### config.mk
export PLATFORM = sky130hd
export DESIGN_NAME = fanlag_ram
export DESIGN_NICKNAME = d
export VERILOG_FILES = /design/src/rtl/core/fanlag_ram.sv
export SDC_FILE = /design/constraint.sdc
export NUM_CORES = 1
export LEC_CHECK = 0
export BUFFER_PORTS_ARGS = -buffer_cell sky130_fd_sc_hd__buf_2
export CORE_MARGIN = 2
export CORE_UTILIZATION = 54
export DETAILED_ROUTE_END_ITERATION = 10
export PLACE_DENSITY = 0.75
export SYNTH_ARGS = -nofsm -noshare
export SYNTH_HDL_FRONTEND = slang
export SYNTH_SLANG_ARGS = --single-unit
### constraint.sdc
create_clock -name clk -period 5.1 [get_ports clk]
set_clock_uncertainty 0.15 [all_clocks]
set_input_delay 0.765 -clock clk [delete_from_list [all_inputs] [get_ports clk]]
set_output_delay 0.765 -clock clk [all_outputs]
set_load 0.02 [all_outputs]
### src/rtl/core/fanlag_ram.sv
// Generic single-port-write, single-port-read RAM with a registered read.
// No dependencies.
`timescale 1ns / 1ps
`default_nettype none

module fanlag_ram #(
  parameter int WIDTH = 48,
  parameter int DEPTH = 8,
  localparam int AW   = (DEPTH > 1) ? $clog2(DEPTH) : 1
) (
  input  logic             clk,
  input  logic             we,
  input  logic [AW-1:0]    waddr,
  input  logic [WIDTH-1:0] wdata,
  input  logic             re,
  input  logic [AW-1:0]    raddr,
  output logic [WIDTH-1:0] rdata
);

  logic [WIDTH-1:0] mem [DEPTH];

  always_ff @(posedge clk) begin
    if (we) begin
      mem[waddr] <= wdata;
    end
    if (re) begin
      rdata <= mem[raddr];
    end
  end

endmodule

`default_nettype wire

==> flow_metrics.tcl, run 1 <==
set metrics [dict create \
    fp.dieH_um 177 \
    synth_top_family_by_area "multiplexers" \
    io_buffers 104 \
    cts_buffer_depth 3 \
    r2r_slack_ns 3.49 \
    cp_max_fo 67 \
    postPlaceCellArea_um2 17100 \
    gp_congestion 0.708 \
    ant_nets 0 \
    nets 806 \
    fp.dieW_um 177 \
    final_hold_viol_count 0 \
    cts_setup_buffers 0 \
    clock.fmax_mhz 382 \
    syn_area_per_cell_um2 26.1 \
    worst_pin_slew_ns 1.20 \
    switching_share_pct 19.9 \
    critPathKind "primary input to flop" \
    vias_per_cell 5.78 \
    rsz0062_at_grt "no" \
    area_growth_pct 14.5 \
    cp-end-kind "flop" \
    overflow 0 \
    synth-simple-area-share_pct 0.365 \
    cts_tree "built" \
    hpwl_mm 15.1 \
    yosysSeqAreaShare_pct 80.6 \
    core_area_um2 29500 \
    slew_headroom_pct 20.2 \
    worstPathArrival_ns 2.74 \
    setup-tns-final_ns 0 \
    status "completed" \
    power_density_nw_per_um2 409 \
    drt_iter0_markers 534 \
    numCtsBuffers 42 \
    cts_root_buf "clkbuf_16" \
    synthAdderAreaFrac_pct 0 \
    internal-power_mw 6.05 \
    drv_cap 0 \
    ys_types 13 \
    path_clk_slew_ns 0.06 \
    grt_pass1_wl_mm 43.9 \
    hold_start "wdata[41]" \
    synth-compound-area-share_pct 0 \
    synth_xor_area_share_pct 0 \
    required_ns 5.23 \
    antenna_cells 0 \
    htreeDepth 2 \
    grt_pass1_vias 7056 \
    syn_area_um2 16100 \
    cp-start-kind "primary input" \
    initial_utilization_pct 54.6 \
    track_usage_pct 19.3 \
    hold_path.class "primary input to flop" \
    dr.pass1.iters 4 \
    synth_nets 673 \
    cts_resized 0 \
    finalWirelength_mm 29.4 \
    cp-startpoint "raddr[0]" \
    syn_inst 616 \
    netSwitchingPower_mw 1.50 \
    die-area_um2 31200 \
    synth_seq_cells 432 \
    drv_slew 0 \
    setup_viol 0 \
    io_pins 105 \
    period_needed_ns 2.62 \
    antenna_found_initial 2 \
    leakage_nw 6.11 \
    power_frac_seq_pct 54.2 \
    p_comb_share_pct 5.6 \
    rows 63 \
    grt_max_degree 82 \
    ys.warnings.count 0 \
    timing.final.crit_share_pct 51.3 \
    p_clk_share_pct 40.2 \
    drcViolationCount 0 \
    r2r_start "mem[5][11]$_DFFE_PP_" \
    synth.area.mux_share_pct 17.8 \
    clkLatencyLatePin_ns 0.52 \
    layout-drive-gt1-share_pct 40.9 \
    fin_area_um2 18400 \
    postCtsHoldBufs 0 \
    cts.sinks 432 \
    finalPower_mw 7.55 \
    vias 6777 \
    ir_drop_mv 0.314 \
    wl_per_cell_um 25.0 \
]
[worst max-delay path, stage by stage]
cell and delay (ns):
buf_6 0.66, buf_12 0.35, mux4_2 0.57, mux2_4 0.28
[registers in the layout, summed over array words and instances (netlist names)]
| signal | cells |
|---|---|
| mem | 384 |
| rdata | 48 |
[power groups by stage]
| stage | Combinational [mW] | Clock (mW) | Sequential, mW |
|---|---|---|---|
| after global routing | 0.452 | 3.22 | 4.10 |
| after global placement | 0.416 | 0 | 4.16 |
| after detailed placement | 0.428 | 0 | 4.17 |
| final | 0.422 | 3.03 | 4.09 |
| after floorplan | 0.238 | 0 | 4.20 |
| after CTS | 0.430 | 3.08 | 4.10 |
[stage by stage]
step	utilization (%)	cells	hold WS, ns	worst slack (ns)
2_1_floorplan	-	616	0.571	0.214
5_1_grt	62.5	1173	0.353	2.33
3_5_place_dp	57.9	1095	0.598	1.92
3_3_place_gp	57.9	1095	0.583	2.00
4_1_cts	62.5	1173	0.336	2.45
6_report	62.5	1173	0.352	2.48
[cell families (layout without fill, tap and decap cells)]
group                  Yosys count  after routing
AND/OR/NAND/NOR                 13             13
buffers and inverters           27            194
flip-flops                     432            432
multiplexers                   144            144
[Yosys cell counts, drive strengths merged]
library cell / instances / share of area (%)
nand2b: 3 / 0.12
nand2: 2 / 0.047
buf: 18 / 1.1
mux2: 48 / 4.3
clkbuf: 9 / 0.21
mux4: 96 / 13
edfxtp: 432 / 81
nor2: 6 / 0.14
nor3: 2 / 0.062
[final cells by class]
class	count	area, µm²
Clock inverter	28	220
Timing Repair Buffer	116	634
Tap cell	390	488
Fill cell	1966	11000
Multi-Input combinational cell	157	2980
Sequential cell	432	13000
Clock buffer	50	1140
[layout by cell type, fill, tap and decap left out]
cell type / count
clkinv_1: 18
buf_2: 101
mux4_2: 93
nor2_4: 6
buf_6: 1
clkbuf_16: 45
nand2b_1: 3
edfxtp_1: 432
clkbuf_1: 5
nor3_2: 2
buf_4: 13
clkinv_2: 5
clkinvlp_4: 1
bufinv_16: 4
mux2_4: 40
nand2_1: 2
mux2_2: 8
mux4_1: 3
buf_12: 1
[final timing paths]
kind / to / cells past startpoint
setup / recovery: rdata[11]$_DFFE_PP_ / 4
hold / removal: mem[1][41]$_DFFE_PP_ / 1
setup reg to reg: rdata[11]$_DFFE_PP_ / 2
hold reg to reg: rdata[31]$_DFFE_PP_ / 2
[metal layers]
layer | GRT usage [%] | vias up | share of wire (%)
met2 | 31.2 | 225 | 50
met1 | 27.5 | 3583 | 42
li1 | - | 2912 | -
met3 | 3.46 | 53 | 6.3
met5 | 0 | - | 0.085
met4 | 5.34 | 4 | 2.1
(Power assumes the default switching activity.)
==> inputs of run 2 (changes only) <==
==> constraint.sdc (replaced) <==
create_clock -name clk -period 2.21 [get_ports clk]
set_clock_uncertainty 0.15 [all_clocks]
set_input_delay 0.3315 -clock clk [delete_from_list [all_inputs] [get_ports clk]]
set_output_delay 0.3315 -clock clk [all_outputs]
set_load 0.02 [all_outputs]
==> run 2 against run 1 <==
- routed wire length increased by 4.2%
- first-iteration DRC count increased by 18%
- die area unchanged
- largest cell class unchanged
- largest power group unchanged
- highest routed layer is now met4
==> flow_metrics.tcl, run 2 (synthesis gave the netlist of run 1 again) <==
set metrics [dict create \
    status "completed" \
    period_needed_ns 1.64 \
    stdcell_count 1232 \
    hold_path_depth 2 \
    worstPathArrival_ns 1.16 \
    required_ns 1.73 \
    final_hold_viol_count 0 \
    fp.dieH_um 177 \
    cts_resized 0 \
    r2r_cells 2 \
    power_density_nw_per_um2 900 \
    rsz0062_at_grt "no" \
    drcViolationCount 0 \
    critPathMaxStageDelay_ns 0.45 \
    setup_viol 0 \
    critPathTopFamily "flip-flops" \
    crit_chain "buf_2" \
    cp-end-kind "output pin" \
    core_area_um2 29500 \
    io_pins 105 \
    area_growth_pct 19.1 \
    clock.fmax_mhz 608 \
    slew_headroom_pct 75.1 \
    dr.pass1.iters 5 \
    critical-path-slowest-cell "edfxtp_1" \
    hold_path.class "primary input to flop" \
    drt_iter0_markers 628 \
    die-area_um2 31200 \
    finalWirelength_mm 30.6 \
    grt_max_degree 49 \
    critPathKind "flop to output pin" \
    worst_slack_ns 0.567 \
    numCtsBuffers 42 \
    cp-start-kind "flop" \
    ant_nets 0 \
    fill_cells 1891 \
    timing.final.crit_share_pct 74.4 \
    cts_buffer_depth 3 \
    final_core_util_pct 65.1 \
    r2r_slack_ns 0.63 \
    wl_per_cell_um 24.8 \
    finalPower_mw 17.3 \
    largest_register_ff_count 384 \
    hold_start "re" \
    hpwl_mm 16.1 \
    ir_drop_mv 0.848 \
    htreeDepth 2 \
    grt_pass1_vias 7713 \
    drv_slew 0 \
    top_register "mem" \
    drv_cap 0 \
    overflow 0 \
    cts.sinks 432 \
    layout-drive-gt1-share_pct 39.5 \
    clkLatencyLatePin_ns 0.52 \
    reg_top3 "mem: 384 flops, rdata: 48 flops" \
    io_buffers 104 \
    cp_max_fo 1 \
    rows 63 \
    leakage_nw 6.41 \
    vias 7084 \
    track_usage_pct 20.2 \
    cts_tree "built" \
    whs_ns 0.195 \
    postPlaceCellArea_um2 17400 \
    layout_commonest_cell "edfxtp_1" \
    worst_pin_slew_ns 0.373 \
    crit_buf_inv 1 \
    place_inst 1106 \
    pre_cts_ws_ns 0.123 \
    hold_end "rdata[42]$_DFFE_PP_" \
    cts_root_buf "clkbuf_16" \
    layout_common_cells "432 x edfxtp_1, 101 x buf_2, 93 x mux4_2" \
    fp.dieW_um 177 \
    initial_utilization_pct 54.6 \
    antenna_found_initial 1 \
    cp-startpoint "rdata[47]$_DFFE_PP_" \
    gp_congestion 0.700 \
    vias_per_cell 5.75 \
    path_clk_slew_ns 0.06 \
    fin_area_um2 19200 \
    nets 865 \
    grt_pass1_wl_mm 45.8 \
    r2r_start "mem[0][38]$_DFFE_PP_" \
    rr_endpoint "rdata[38]$_DFFE_PP_" \
    setup-tns-final_ns 0 \
]
## run 2: final cells by class
cell class              count  area (µm²)  area share, %
flip-flops and latches    432       13000           67.6
multi-input cells         157        3000           15.6
repair buffers            175        1420           7.42
clock buffers              50        1100           5.75
well taps                 390         488           2.54
clock inverters            25         185          0.966
diodes                      3        7.51         0.0391
## run 2: how the worst max path moves through the flow
stage	endpoint	cells past startpoint
2_1_floorplan	mem[1][0]$_DFFE_PP_	2
3_3_place_gp	rdata[42]$_DFFE_PP_	4
3_5_place_dp	rdata[40]$_DFFE_PP_	4
4_1_cts	rdata[47]	1
5_1_grt	rdata[47]	1
6_report	rdata[47]	1
## run 2: repair_timing
item / in CTS / in global routing
buffers inserted: 0 / 0
endpoints found under the hold margin: 384 / 0
hold buffers: 48 / 0
## run 2: where the power goes
group	leakage (nW)	internal (mW)	switching [mW]
Combinational	1.82	0.545	0.559
Clock	0.632	3.89	2.80
Sequential	3.96	9.36	0.0913
Total	6.41	13.8	3.45
## run 2: metal layers
| layer | vias to the layer above | global-route usage [%] | wire length [µm] |
|---|---|---|---|
| met3 | 39 | 3.59 | 1860 |
| met1 | 3773 | 27.2 | 12300 |
| li1 | 3040 | - | - |
| met4 | 0 | 4.58 | 459 |
| met5 | - | 0 | 0 |
| met2 | 232 | 35.0 | 16000 |
==> inputs of run 3 (changes only) <==
==> constraint.sdc (replaced) <==
create_clock -name clk -period 1.3 [get_ports clk]
set_clock_uncertainty 0.15 [all_clocks]
set_input_delay 0.195 -clock clk [delete_from_list [all_inputs] [get_ports clk]]
set_output_delay 0.195 -clock clk [all_outputs]
set_load 0.02 [all_outputs]
==> run 3 against run 2 <==
- the flow now finishes with violations (negative setup slack)
- non-clock buffer count up 29
- first-iteration DRC count rose by 7.8%
- total power up 76%
- largest power group unchanged
- highest routed layer unchanged
==> flow_metrics.tcl, run 3 (synthesis gave the netlist of run 1 again) <==
set metrics [dict create \
    final_core_util_pct 67.4 \
    reg_top3 "mem: 384 flops, rdata: 48 flops" \
    cp-end-kind "flop" \
    cts_buffer_depth 3 \
    rsz0062_at_grt "yes" \
    r2r_cells 2 \
    critical_path_depth 2 \
    fp.dieH_um 177 \
    hpwl_mm 18.1 \
    ant_nets 0 \
    required_ns 1.43 \
    dr.pass1.iters 5 \
    io_pins 105 \
    critPathTopFamily "multiplexers" \
    critPathMaxStageDelay_ns 0.52 \
    wl_per_cell_um 25.0 \
    grt_pass1_wl_mm 47.8 \
    cts.sinks 432 \
    worst_slack_ns -0.287 \
    hold_path_depth 2 \
    initial_utilization_pct 54.6 \
    worstPathArrival_ns 1.72 \
    slew_headroom_pct 78.4 \
    nets 895 \
    cts_setup_buffers 0 \
    overflow 0 \
    drt_iter0_markers 677 \
    hold_path.class "primary input to flop" \
    hold_start "raddr[1]" \
    setup_viol 96 \
    leakage_nw 6.74 \
    layout_commonest_cell "edfxtp_1" \
    gp_congestion 0.690 \
    worst_pin_slew_ns 0.324 \
    cp_max_fo 1 \
    crit_buf_inv 0 \
    final_hold_viol_count 0 \
    top_register "mem" \
    fp.dieW_um 177 \
    cp-startpoint "mem[7][25]$_DFFE_PP_" \
    critical-path-slowest-cell "mux4_2" \
    path_clk_slew_ns 0.06 \
    die-area_um2 31200 \
    clock.fmax_mhz 630 \
    cts_tree "built" \
    cp-start-kind "flop" \
    ir_drop_mv 1.15 \
    fill_cells 1803 \
    drv_cap 0 \
    layout-drive-gt1-share_pct 42.4 \
    track_usage_pct 20.9 \
    rows 63 \
    antenna_found_initial 2 \
    finalWirelength_mm 31.6 \
    r2r_slack_ns -0.29 \
    grt_pass1_vias 7802 \
    grt_max_degree 37 \
    io_buffers 104 \
    crit_chain "mux4_2 > mux2_4" \
    vias_per_cell 5.72 \
    core_area_um2 29500 \
    finalPower_mw 30.3 \
    clkLatencyLatePin_ns 0.54 \
    timing.final.crit_share_pct 122 \
    status "finished, violations left" \
    vias 7226 \
    violations "negative setup slack" \
    r2r_start "mem[7][25]$_DFFE_PP_" \
    period_needed_ns 1.59 \
    power_density_nw_per_um2 1520 \
    area_growth_pct 23.5 \
    critPathKind "flop to flop" \
    numCtsBuffers 43 \
    drcViolationCount 0 \
    drv_slew 0 \
    largest_register_ff_count 384 \
    layout_common_cells "432 x edfxtp_1, 96 x mux4_2, 63 x buf_2" \
    cts_root_buf "clkbuf_16" \
    htreeDepth 2 \
]
-- run 3: cell count changes in the layout (fill, tap and decap cells not counted), sizes merged --
cell	delta
diode	-1
bufinv	+2
buf	+28
clkbuf	+1
dlygate4sd3	+1
-- run 3: layer usage --
metal | global-route usage, % | vias up | share of wire [%]
li1 | - | 3101 | -
met1 | 27.4 | 3842 | 40
met2 | 36.5 | 226 | 53
met3 | 3.44 | 57 | 4.8
met4 | 5.99 | 0 | 2.2
met5 | 0 | - | 0
-- run 3: final cells by class --
type                       count  area (µm²)  area share (%)
timing repair buffer         204        1980            9.96
multi-input combinational    157        3050            15.3
clock buffer                  51        1130            5.67
antenna                        2        5.00          0.0252
sequential                   432       13000            65.3
tap                          390         488            2.45
clock inverter                27         258            1.30
-- run 3: power breakdown --
part / switching (mW) / internal [mW] / total (mW)
clock network: 4.92 / 7.17 / 12.1
logic: 0.989 / 1.11 / 2.10
registers: 0.175 / 15.9 / 16.1
total: 6.08 / 24.2 / 30.3
-- run 3: metrics by stage --
| step | instances | setup WS [ns] | area (µm²) | TNS, ns | hold slack [ns] |
|---|---|---|---|---|---|
| 2_1_floorplan | 616 | -0.850 | 16300 | -187.82 | 0.144 |
| 4_1_cts | 1261 | -0.292 | 19800 | -17.77 | 0.0114 |
| 3_3_place_gp | 1134 | -0.583 | 17800 | -92.48 | 0.298 |
| 6_report | 1263 | -0.287 | 19900 | -16.48 | 0.0303 |
| 3_5_place_dp | 1134 | -0.575 | 17800 | -98.10 | 0.314 |
| 5_1_grt | 1263 | -0.286 | 19900 | -19.17 | 0.0167 |
-- run 3: worst paths after layout --
kind                                             to
worst min-delay path            rdata[36]$_DFFE_PP_
worst min register to register   rdata[9]$_DFFE_PP_
worst max register to register  rdata[25]$_DFFE_PP_
worst max-delay path            rdata[25]$_DFFE_PP_
-- run 3: timing repair --
action	in CTS	in global routing
endpoints found under the hold margin	402	0
hold buffers	49	0
setup endpoints to repair	96	96
gates resized for setup	52	31
gates cloned	0	0
