File: src/rtl/core/fanlag_div.sv
// Restoring unsigned divider, one quotient bit per cycle.
// No dependencies; the quotient holds once busy falls until the next start.
`timescale 1ns / 1ps
`default_nettype none

module fanlag_div #(
  parameter int NUM_W = 32,
  parameter int DEN_W = 10
) (
  input  logic             clk,
  input  logic             rst,
  input  logic             start,
  input  logic [NUM_W-1:0] num,
  input  logic [DEN_W-1:0] den,
  output logic             busy,
  output logic [NUM_W-1:0] quo
);

  localparam int CNT_W = $clog2(NUM_W + 1);

  logic [CNT_W-1:0] cnt;
  logic [DEN_W-1:0] rem;
  logic [DEN_W-1:0] den_q;
  logic [DEN_W:0]   trial;
  logic [DEN_W:0]   diff;
  logic             fits;

  // The partial remainder shifted up with the next numerator bit.
  assign trial = {rem, quo[NUM_W-1]};
  assign diff  = trial - {1'b0, den_q};
  assign fits  = trial >= {1'b0, den_q};

  always_ff @(posedge clk) begin
    if (rst) begin
      busy <= 1'b0;
      cnt  <= '0;
    end else if (start) begin
      busy <= 1'b1;
      cnt  <= CNT_W'(NUM_W);
    end else if (busy) begin
      cnt <= cnt - CNT_W'(1);
      if (cnt == CNT_W'(1)) begin
        busy <= 1'b0;
      end
    end
  end

  always_ff @(posedge clk) begin
    if (start) begin
      quo   <= num;
      rem   <= '0;
      den_q <= den;
    end else if (busy) begin
      quo <= {quo[NUM_W-2:0], fits};
      rem <= fits ? diff[DEN_W-1:0] : trial[DEN_W-1:0];
    end
  end

endmodule

`default_nettype wire

File: config.mk
export PLATFORM = sky130hd
export DESIGN_NAME = fanlag_div
export DESIGN_NICKNAME = d
export VERILOG_FILES = /design/src/rtl/core/fanlag_div.sv
export SDC_FILE = /design/constraint.sdc
export NUM_CORES = 1
export LEC_CHECK = 0
export ABC_AREA = 1
export BUFFER_PORTS_ARGS = -buffer_cell sky130_fd_sc_hd__buf_4
export CAP_MARGIN = 30
export CORE_ASPECT_RATIO = 0.5
export CORE_MARGIN = 4
export CORE_UTILIZATION = 45
export CTS_CLUSTER_DIAMETER = 120
export DETAILED_ROUTE_END_ITERATION = 12
export PLACE_DENSITY = 0.69
export SYNTH_ARGS = -nofsm -noshare
export SYNTH_HDL_FRONTEND = slang
export SYNTH_SLANG_ARGS = --single-unit
File: constraint.sdc
create_clock -name clk -period 2.05 [get_ports clk]
set_input_delay 0.3075 -clock clk [delete_from_list [all_inputs] [get_ports clk]]
set_output_delay 0.3075 -clock clk [all_outputs]
set_load 0.01 [all_outputs]
==> flow_summary.ini, run 1 <==
[pwr]
powerDensity_nw_per_um2 = 830.6
power_switching_mw = 0.8067
power_frac_seq = 0.428
p_comb_frac = 0.152
ir_drop_v = 0.0005113
p_leak_nw = 2.061
clockPowerShare = 0.420
power_mw = 3.392
swShare = 0.2378
internal_power_mw = 2.585

[sta]
setup-tns-final_ps = 0
fin_skew_ps = 4.143
worstMarginPinSlew_ps = 416.4
fmax_mhz = 527.5
relSlewSlack = 0.7221
setup_violations = 0
report.final.slew_viol_count = 0
hold_viol_final = 0
grt_setup_unrepaired = false
timing.final.crit_share = 0.9248
min_period_ps = 1896

[grt]
grt_pass1_wl_um = 11220
first_global_vias = 2424
grt_max_degree = 30
grt_usage = 0.1725
grt_antenna_before_repair = 0
gr-total-overflow = 0

[hold_path]
worstHoldStart = den[9]
hp-class = in2reg

[clock_network]
holdBufCountCts = 0
insertion_delay_ps = 320
clkSinkCount = 59
cts-htree-levels = 3
cts_buffers = 9
cts_max_path_buffers = 2
cts_tree = done
clkTransAtPathRegs_ps = 50
root_buffer = clkbuf_16

[worst_setup_path]
crit_family = simple AND/OR/NAND/NOR gates
arrival_ps = 2110
path_cells = inv_1 > ha_1 > inv_1 > fa_2 > nand3_1 > nand2_1 > nand2_1 > nand3b_1 > nand2_1 > nand2_1 > nand3_1 > nand2_1
slowest_stage = edfxtp_1
cp-end-kind = flip-flop
cp_common_cell = nand2_1
critical_path_peak_fanout = 4
path_class = reg2reg
rrSetupSlack_ps = 150
required_ps = 2270
crit_start = quo[31]
critPathMaxStageDelay_ps = 390
cp-start-kind = flip-flop
cp_num_buf_inv = 2
reg2reg_from = quo[31]

[drt]
dr.pass1.iters = 4
post_drt_wl_per_cell_um = 12.28
via_per_inst = 4.657
drt_iter0_markers = 131
drt_drc_violations_left = 0
via_count = 2566
wl_um = 6764
ant_nets = 0

[layout]
final_nets = 512
drive_gt1_frac = 0.2571
area_growth_syn_to_layout_pct = 32.25
final_cell_mix = 163 x nand2_1, 84 x buf_4, 42 x edfxtp_1
final_common_cell = nand2_1
insertedDiodeCount = 0

[logic_synthesis]
synth_area_sq_um = 3088
syn_inst = 368
avgSynthCellArea_sq_um = 8.391
yosysUniqueCellTypes = 31
ys_warn_count = 0
ys_ff_latch = 59
ys_seq_area_frac = 0.5186
synth_nets = 426

[die]
core-area_sq_um = 6674
die_w_um = 125.2
die_height_um = 66.58
num_rows = 21
initial_core_util = 0.4627
ios = 78
dieArea_sq_um = 8332

[outcome]
status = finished clean

[job]
maxCapViolations = 0

[place]
port_buffers = 77
gp_congestion = 0.8592
dp_hpwl_um = 4922
==> registers in the layout (all words and copies together), names as in the netlist <==
| signal | count |
|---|---|
| rem | 10 |
| cnt | 6 |
| den_q | 10 |
| busy | 1 |
| quo | 32 |
==> cell type report <==
class                      instances  area, sq um
fill                             609         2590
multi-input combinational        257         1282
inverter                          43        161.4
clock inverter                     1        5.005
sequential                        59         1602
tap                               92        115.1
timing repair buffer              84        630.6
clock buffer                      15        287.8
==> power by group through the flow <==
stage / combinational, mW / sequential [mW] / clock [mW]
2_1_floorplan: 0.244 / 1.50 / 0
3_3_place_gp: 0.514 / 1.47 / 0
3_5_place_dp: 0.517 / 1.47 / 0
4_1_cts: 0.519 / 1.45 / 1.46
5_1_grt: 0.573 / 1.46 / 1.52
6_report: 0.515 / 1.45 / 1.43
==> cell families after synthesis <==
logic type                 count (synthesis)  synth area share
adders and majority gates                 13           0.05510
and+or+nand+nor                          223            0.3136
buffers and inverters                     52           0.06847
xor gates and xnor gates                   5           0.01418
AOI/OAI and AO/OA                         16           0.02998
DFF                                       59            0.5186
==> final timing paths <==
| kind | to | cells after the start |
|---|---|---|
| max reg2reg | rem[8] | 12 |
| max | rem[8] | 12 |
| min | den_q[9] | 1 |
| min reg2reg | rem[5] | 2 |
==> through the flow <==
step                        util  cell area (sq um)  worst slack [ps]  instances  hold slack (ps)
after floorplan                -               3088             302.5        368            386.0
after global placement    0.5669               3784             161.8        535            463.8
after detailed placement  0.5669               3784             127.8        535            468.5
after CTS                 0.6108               4076             97.60        551            146.1
after global routing      0.6119               4084             57.14        551            142.6
final                     0.6119               4084             154.2        551            156.4
==> routing by layer <==
metal | up-vias | routed length [um] | GRT usage
met4 | 0 | 108 | 0.05811
met1 | 1149 | 3132 | 0.2152
met5 | - | 0 | 0
li1 | 1344 | - | -
met3 | 12 | 421 | 0.06405
met2 | 61 | 3102 | 0.2801
==> worst register-to-register path, cell delays in order, from the launching register on <==
cell	delay, ps
edfxtp_1	390
inv_1	130
ha_1	150
inv_1	80
fa_2	360
nand3_1	90
nand2_1	130
nand2_1	120
nand3b_1	70
nand2_1	90
nand2_1	60
nand3_1	80
nand2_1	50
==> cells in the mapped netlist <==
cell	number	area, sq um
nand3_1	16	80.08
clkinv_1	1	3.750
nor3_4	1	16.27
nand3_2	5	50.05
buf_6	2	22.52
edfxtp_1	42	1261
nand2_1	163	611.8
a211oi_1	1	7.510
nor2_2	5	31.28
inv_2	1	3.750
nand2_2	4	25.02
a21oi_1	5	25.02
nor2_1	15	56.30
inv_1	41	153.9
dfxtp_1	17	340.3
a31oi_1	2	12.51
clkbuf_1	6	22.52
nor4_1	1	6.260
nand3b_1	6	45.04
or2_1	1	6.260
ha_1	12	150.1
a21oi_2	2	17.52
o21ai_1	3	15.01
o21ai_0	3	15.01
xnor2_1	3	26.28
nand4_1	3	18.77
nand2_4	1	11.26
buf_2	1	5.000
xor2_1	2	17.52
nor3_1	2	10.01
fa_1	1	20.02
==> timing repair <==
action                     4_1_cts  5_1_grt
hold endpoints to repair         0        0
buffers inserted                 0        0
gates resized for setup          0        2
setup endpoints to repair        0        2
Power figures use the tool's default switching activity.
==> run 2, diff against run 1 <==
--- a/config.mk
+++ b/config.mk
@@ -5,7 +5,6 @@
 export SDC_FILE = /design/constraint.sdc
 export NUM_CORES = 1
 export LEC_CHECK = 0
-export ABC_AREA = 1
 export BUFFER_PORTS_ARGS = -buffer_cell sky130_fd_sc_hd__buf_4
 export CAP_MARGIN = 30
 export CORE_ASPECT_RATIO = 0.5
@@ -13,7 +12,7 @@
 export CORE_UTILIZATION = 45
 export CTS_CLUSTER_DIAMETER = 120
 export DETAILED_ROUTE_END_ITERATION = 12
-export PLACE_DENSITY = 0.69
+export PLACE_DENSITY = 0.7
 export SYNTH_ARGS = -nofsm -noshare
 export SYNTH_HDL_FRONTEND = slang
 export SYNTH_SLANG_ARGS = --single-unit
==> flow_summary.ini, run 2 <==
[outcome]
status = finished with violations
violations = setup timing

[logic_synthesis]
synthTopCellsByArea = edfxtp_1 43%, mux2_2 12%, dfxtp_1 12%, ha_1 5.1%, nor2_1 3.6%
synth_nets = 291
netlist.area_leader.share = 0.4315
async_reset_ff_frac = 0
yosysUniqueCellTypes = 41
synth_common_cells = 42 x edfxtp_1, 32 x mux2_2, 28 x nor2_1
synth_area_sq_um = 2923
yosys.area.top_type = edfxtp_1
yosys_most_used_dff = edfxtp_1
synth_most_common_cell = edfxtp_1
ys_warn_count = 0
ys_ff_latch = 59
avgSynthCellArea_sq_um = 12.54
syn_inst = 233
synth_edf_count = 42
ys_seq_area_frac = 0.5479

[clock_network]
cts_max_path_buffers = 2
clkSinkCount = 59
cts-htree-levels = 3
cts_tree = done
cts_buffers = 9
clkTransAtPathRegs_ps = 50
root_buffer = clkbuf_16
insertion_delay_ps = 320
holdBufCountCts = 0

[grt]
first_global_vias = 2235
grt_max_degree = 33
grt_usage = 0.1685
grt_antenna_before_repair = 0
grt_pass1_wl_um = 10340
gr-total-overflow = 0

[sta]
timing.final.crit_share = 1.062
fin_skew_ps = 4.740
setup_slack_ps = -126.8
hold_viol_final = 0
worstMarginPinSlew_ps = 458.0
grt_setup_unrepaired = true
min_period_ps = 2177
fmax_mhz = 459.4
setup_violations = 11
relSlewSlack = 0.6918
report.final.slew_viol_count = 0
setup-tns-final_ps = -684.3

[die]
num_rows = 20
die_w_um = 122.0
dieArea_sq_um = 7927
die_height_um = 64.99
initial_core_util = 0.4729
core-area_sq_um = 6181
ios = 78

[drt]
via_count = 2158
drt_drc_violations_left = 0
post_drt_wl_per_cell_um = 14.33
drt_iter0_markers = 85
via_per_inst = 4.893
ant_nets = 0
dr.pass1.iters = 4
wl_um = 6318

[layout]
final_cell_mix = 109 x buf_4, 42 x edfxtp_1, 32 x mux2_2
largest_reg_flops = 32
regArea_sq_um = 1602
area_growth_syn_to_layout_pct = 46.45
drive_gt1_frac = 0.5269
insertedDiodeCount = 0
final_nets = 406
fillers = 456
stdcell_area_sq_um = 4280
largest-register = quo
multi_input_area_sq_um = 1344
final_common_cell = buf_4
reg.largest.list = quo x32, den_q x10, rem x10

[worst_setup_path]
path_class = reg2reg
critPathMaxStageDelay_ps = 400
cp-start-kind = flip-flop
required_ps = 2250
slowest_stage = a2111oi_2
path_cells = inv_2 > ha_4 > nand2_2 > o21a_1 > a2111oi_2 > or3_4 > buf_8 > buf_6 > nor3_2 > a221o_1
critical_path_peak_fanout = 7
arrival_ps = 2380
cp-end-kind = flip-flop

[pwr]
ir_drop_v = 0.0005711
power_switching_mw = 0.9543
p_leak_nw = 1.798
swShare = 0.2505
power_mw = 3.810
p_comb_frac = 0.238
powerDensity_nw_per_um2 = 890.0
power_frac_seq = 0.390
clockPowerShare = 0.371
internal_power_mw = 2.855

[place]
gp_congestion = 0.8480
dp_hpwl_um = 4542
postPlaceCellArea_sq_um = 3860
port_buffers = 77

[hold_path]
hp-class = in2reg

[job]
maxCapViolations = 0
## run 2: worst max-delay path: cells and delay by family (launching register included)
kind | cells | cell delay [ps]
AOI/OAI and AO/OA | 3 | 860
DFF | 1 | 340
and+or+nand+nor | 3 | 300
adders and majority gates | 1 | 300
buffers and inverters | 3 | 280
## run 2: final cells by class
cell class	instances	area share
Timing Repair Buffer	113	0.2046
Multi-Input combinational cell	148	0.3139
Tap cell	88	0.02572
Inverter	17	0.01491
Clock inverter	6	0.01315
Sequential cell	59	0.3742
Clock buffer	10	0.05349
## run 2: cells by family (layout without fill, tap and decap cells)
| family | after synthesis | in the layout | share of synthesized area |
|---|---|---|---|
| and+or+nand+nor | 54 | 54 | 0.08519 |
| xor gates and xnor gates | 11 | 11 | 0.03296 |
| AOI/OAI and AO/OA | 30 | 30 | 0.08348 |
| buffers and inverters | 26 | 146 | 0.04152 |
| muxes | 40 | 40 | 0.1507 |
| DFF | 59 | 59 | 0.5479 |
| adders and majority gates | 13 | 13 | 0.05822 |
## run 2: stage by stage
stage / hold WS [ps] / util / instances / setup slack, ps
after floorplan: 379.9 / - / 233 / -149.1
after global placement: 485.6 / 0.6245 / 419 / -96.50
after detailed placement: 487.0 / 0.6245 / 419 / -128.1
after CTS: 157.6 / 0.6874 / 440 / -116.1
after global routing: 154.6 / 0.6925 / 441 / -208.0
final: 167.3 / 0.6925 / 441 / -126.8
## run 2: layer usage
layer	global-route usage	up-vias	wire, um
met5	0	-	0
met4	0.05028	0	71
met3	0.05754	6	328
met2	0.2905	46	3133
met1	0.2010	1021	2784
li1	-	1085	-
## run 2: timing repair
item | 4_1_cts | 5_1_grt
pin swaps | 9 | 2
resized for setup | 13 | 4
endpoints found under the setup margin | 10 | 11
setup buffers | 5 | 1
gates cloned | 0 | 0
## run 2: path summary, 6_finish.rpt
check	cells after the start	endpoint	slack (ps)	from
worst min-delay path	1	den_q[2]	170	den[2]
worst max register to register	10	rem[0]	-130	den_q[6]
worst min register to register	2	rem[3]	520	rem[3]
worst max-delay path	10	rem[0]	-130	den_q[6]
## run 2: power by group through the flow
stage	Sequential [mW]	Clock, mW	Combinational [mW]
after floorplan	1.53	0	0.463
after global placement	1.50	0	0.808
after detailed placement	1.50	0	0.823
after CTS	1.49	1.44	0.894
after global routing	1.50	1.49	0.992
final	1.49	1.41	0.908
==> run 3, diff against run 2 <==
--- a/config.mk
+++ b/config.mk
@@ -6,13 +6,13 @@
 export NUM_CORES = 1
 export LEC_CHECK = 0
 export BUFFER_PORTS_ARGS = -buffer_cell sky130_fd_sc_hd__buf_4
-export CAP_MARGIN = 30
 export CORE_ASPECT_RATIO = 0.5
 export CORE_MARGIN = 4
 export CORE_UTILIZATION = 45
 export CTS_CLUSTER_DIAMETER = 120
 export DETAILED_ROUTE_END_ITERATION = 12
 export PLACE_DENSITY = 0.7
+export RECOVER_POWER = 50
 export SYNTH_ARGS = -nofsm -noshare
 export SYNTH_HDL_FRONTEND = slang
 export SYNTH_SLANG_ARGS = --single-unit
==> flow_summary.ini, run 3 (same netlist as run 2, synthesis figures left out) <==
[pwr]
internal_power_mw = 2.836
power_frac_seq = 0.392
p_comb_frac = 0.235
p_leak_nw = 1.749
powerDensity_nw_per_um2 = 895.9
clockPowerShare = 0.373
power_switching_mw = 0.9548
power_mw = 3.791
swShare = 0.2518
ir_drop_v = 0.0005719

[layout]
final_cell_mix = 87 x buf_4, 42 x edfxtp_1, 31 x mux2_2
largest-register = quo
largest_reg_flops = 32
final_common_cell = buf_4
drive_gt1_frac = 0.4873
reg.largest.list = quo x32, den_q x10, rem x10
final_nets = 406
insertedDiodeCount = 0
fillers = 465
fin_util = 0.6846
area_growth_syn_to_layout_pct = 44.78

[drt]
post_drt_wl_per_cell_um = 14.35
wl_um = 6327
drt_drc_violations_left = 0
dr.pass1.iters = 6
ant_nets = 0
drt_iter0_markers = 85
via_per_inst = 4.909
via_count = 2165

[hold_path]
worstHoldStart = den[2]
hp-class = in2reg

[sta]
worstMarginPinSlew_ps = 695.7
setup_slack_ps = -123.9
hold_viol_final = 0
relSlewSlack = 0.5362
grt_setup_unrepaired = true
report.final.slew_viol_count = 0
setup-tns-final_ps = -835.0
min_period_ps = 2174
fmax_mhz = 460.0
hold_ws_ps = 189.1
setup_violations = 11
fin_skew_ps = 4.777
timing.final.crit_share = 1.060

[grt]
grt_max_degree = 33
grt_antenna_before_repair = 0
first_global_vias = 2235
met2_usage = 0.2905
grt_pass1_wl_um = 10340
grt_util_met1 = 0.2010
grt_use_met3 = 0.05754
top_usage_layer = met2
gr-total-overflow = 0
grt_usage = 0.1685

[worst_setup_path]
path_class = reg2reg
required_ps = 2250
arrival_ps = 2380
cp-end-kind = flip-flop
path_cells = inv_2 > ha_4 > nand2_2 > o21a_1 > a2111oi_2 > or3_4 > buf_8 > buf_6 > nor3_2 > a221o_1
reg2reg_from = den_q[6]
critPathMaxStageDelay_ps = 400
slowest_stage = a2111oi_2
cp-start-kind = flip-flop
crit_start = den_q[6]
critical_path_peak_fanout = 7

[clock_network]
cts-htree-levels = 3
clkSinkCount = 59
cts_max_path_buffers = 2
insertion_delay_ps = 320
cts_buffers = 9
cts_tree = done
clkTransAtPathRegs_ps = 50
root_buffer = clkbuf_16

[place]
gp_congestion = 0.8480
dp_hpwl_um = 4542
port_buffers = 77
place_ws_ps = -128.1

[outcome]
status = finished with violations
violations = setup timing

[die]
ios = 78
num_rows = 20
die_height_um = 64.99
die_w_um = 122.0
initial_core_util = 0.4729
core-area_sq_um = 6181
dieArea_sq_um = 7927

[job]
maxCapViolations = 0
run 3: cell types whose count changed in the layout (fill, tap and decap cells not counted):
cell / change
buf_4: -22
mux2_2: -1
mux2_1: +1
clkbuf_1: +13
clkbuf_4: +9
run 3: area by class of cell:
class | instances | area, sq um | area share
inverter | 17 | 63.81 | 0.01508
clock inverter | 6 | 56.30 | 0.01331
clock buffer | 10 | 229.0 | 0.05411
sequential | 59 | 1602 | 0.3785
timing repair buffer | 113 | 827.0 | 0.1954
multi-input combinational | 148 | 1344 | 0.3176
tap | 88 | 110.1 | 0.02602
run 3: stage by stage:
stage | area [sq um] | cells
6_report | 4232 | 441
5_1_grt | 4232 | 441
4_1_cts | 4249 | 440
3_5_place_dp | 3860 | 419
3_3_place_gp | 3860 | 419
2_1_floorplan | 2992 | 233
run 3: power by group through the flow:
stage                     Combinational [mW]  Clock (mW)  Sequential [mW]
final                                  0.889        1.42             1.49
after global placement                 0.808           0             1.50
after CTS                              0.894        1.44             1.49
after floorplan                        0.463           0             1.53
after global routing                   0.972        1.49             1.50
after detailed placement               0.823           0             1.50
run 3: path summary, 6_finish.rpt:
path / slack (ps) / depth (start not counted) / end
worst max-delay path: -120 / 10 / rem[0]
worst min-delay path: 190 / 1 / den_q[2]
worst max register to register: -120 / 10 / rem[0]
worst min register to register: 520 / 2 / rem[3]
run 3: critical path: cells and delay by family, from the launching register on:
family | cells | cell delay (ps)
flops | 1 | 340
fa+ha+maj | 1 | 300
compound gates | 3 | 860
simple gates | 3 | 300
buf+inv | 3 | 280
run 3: layer usage:
metal,part of all wire,wire [um]
met5,0,0
met4,0.011,71
met3,0.057,362
met2,0.49,3113
met1,0.44,2780
run 3: repair_timing:
item                                    4_1_cts  5_1_grt
endpoints found under the setup margin       10       11
hold buffers                                  0        0
pin swaps                                     9        2
resized for setup                            13        4
buffers inserted                              5        1
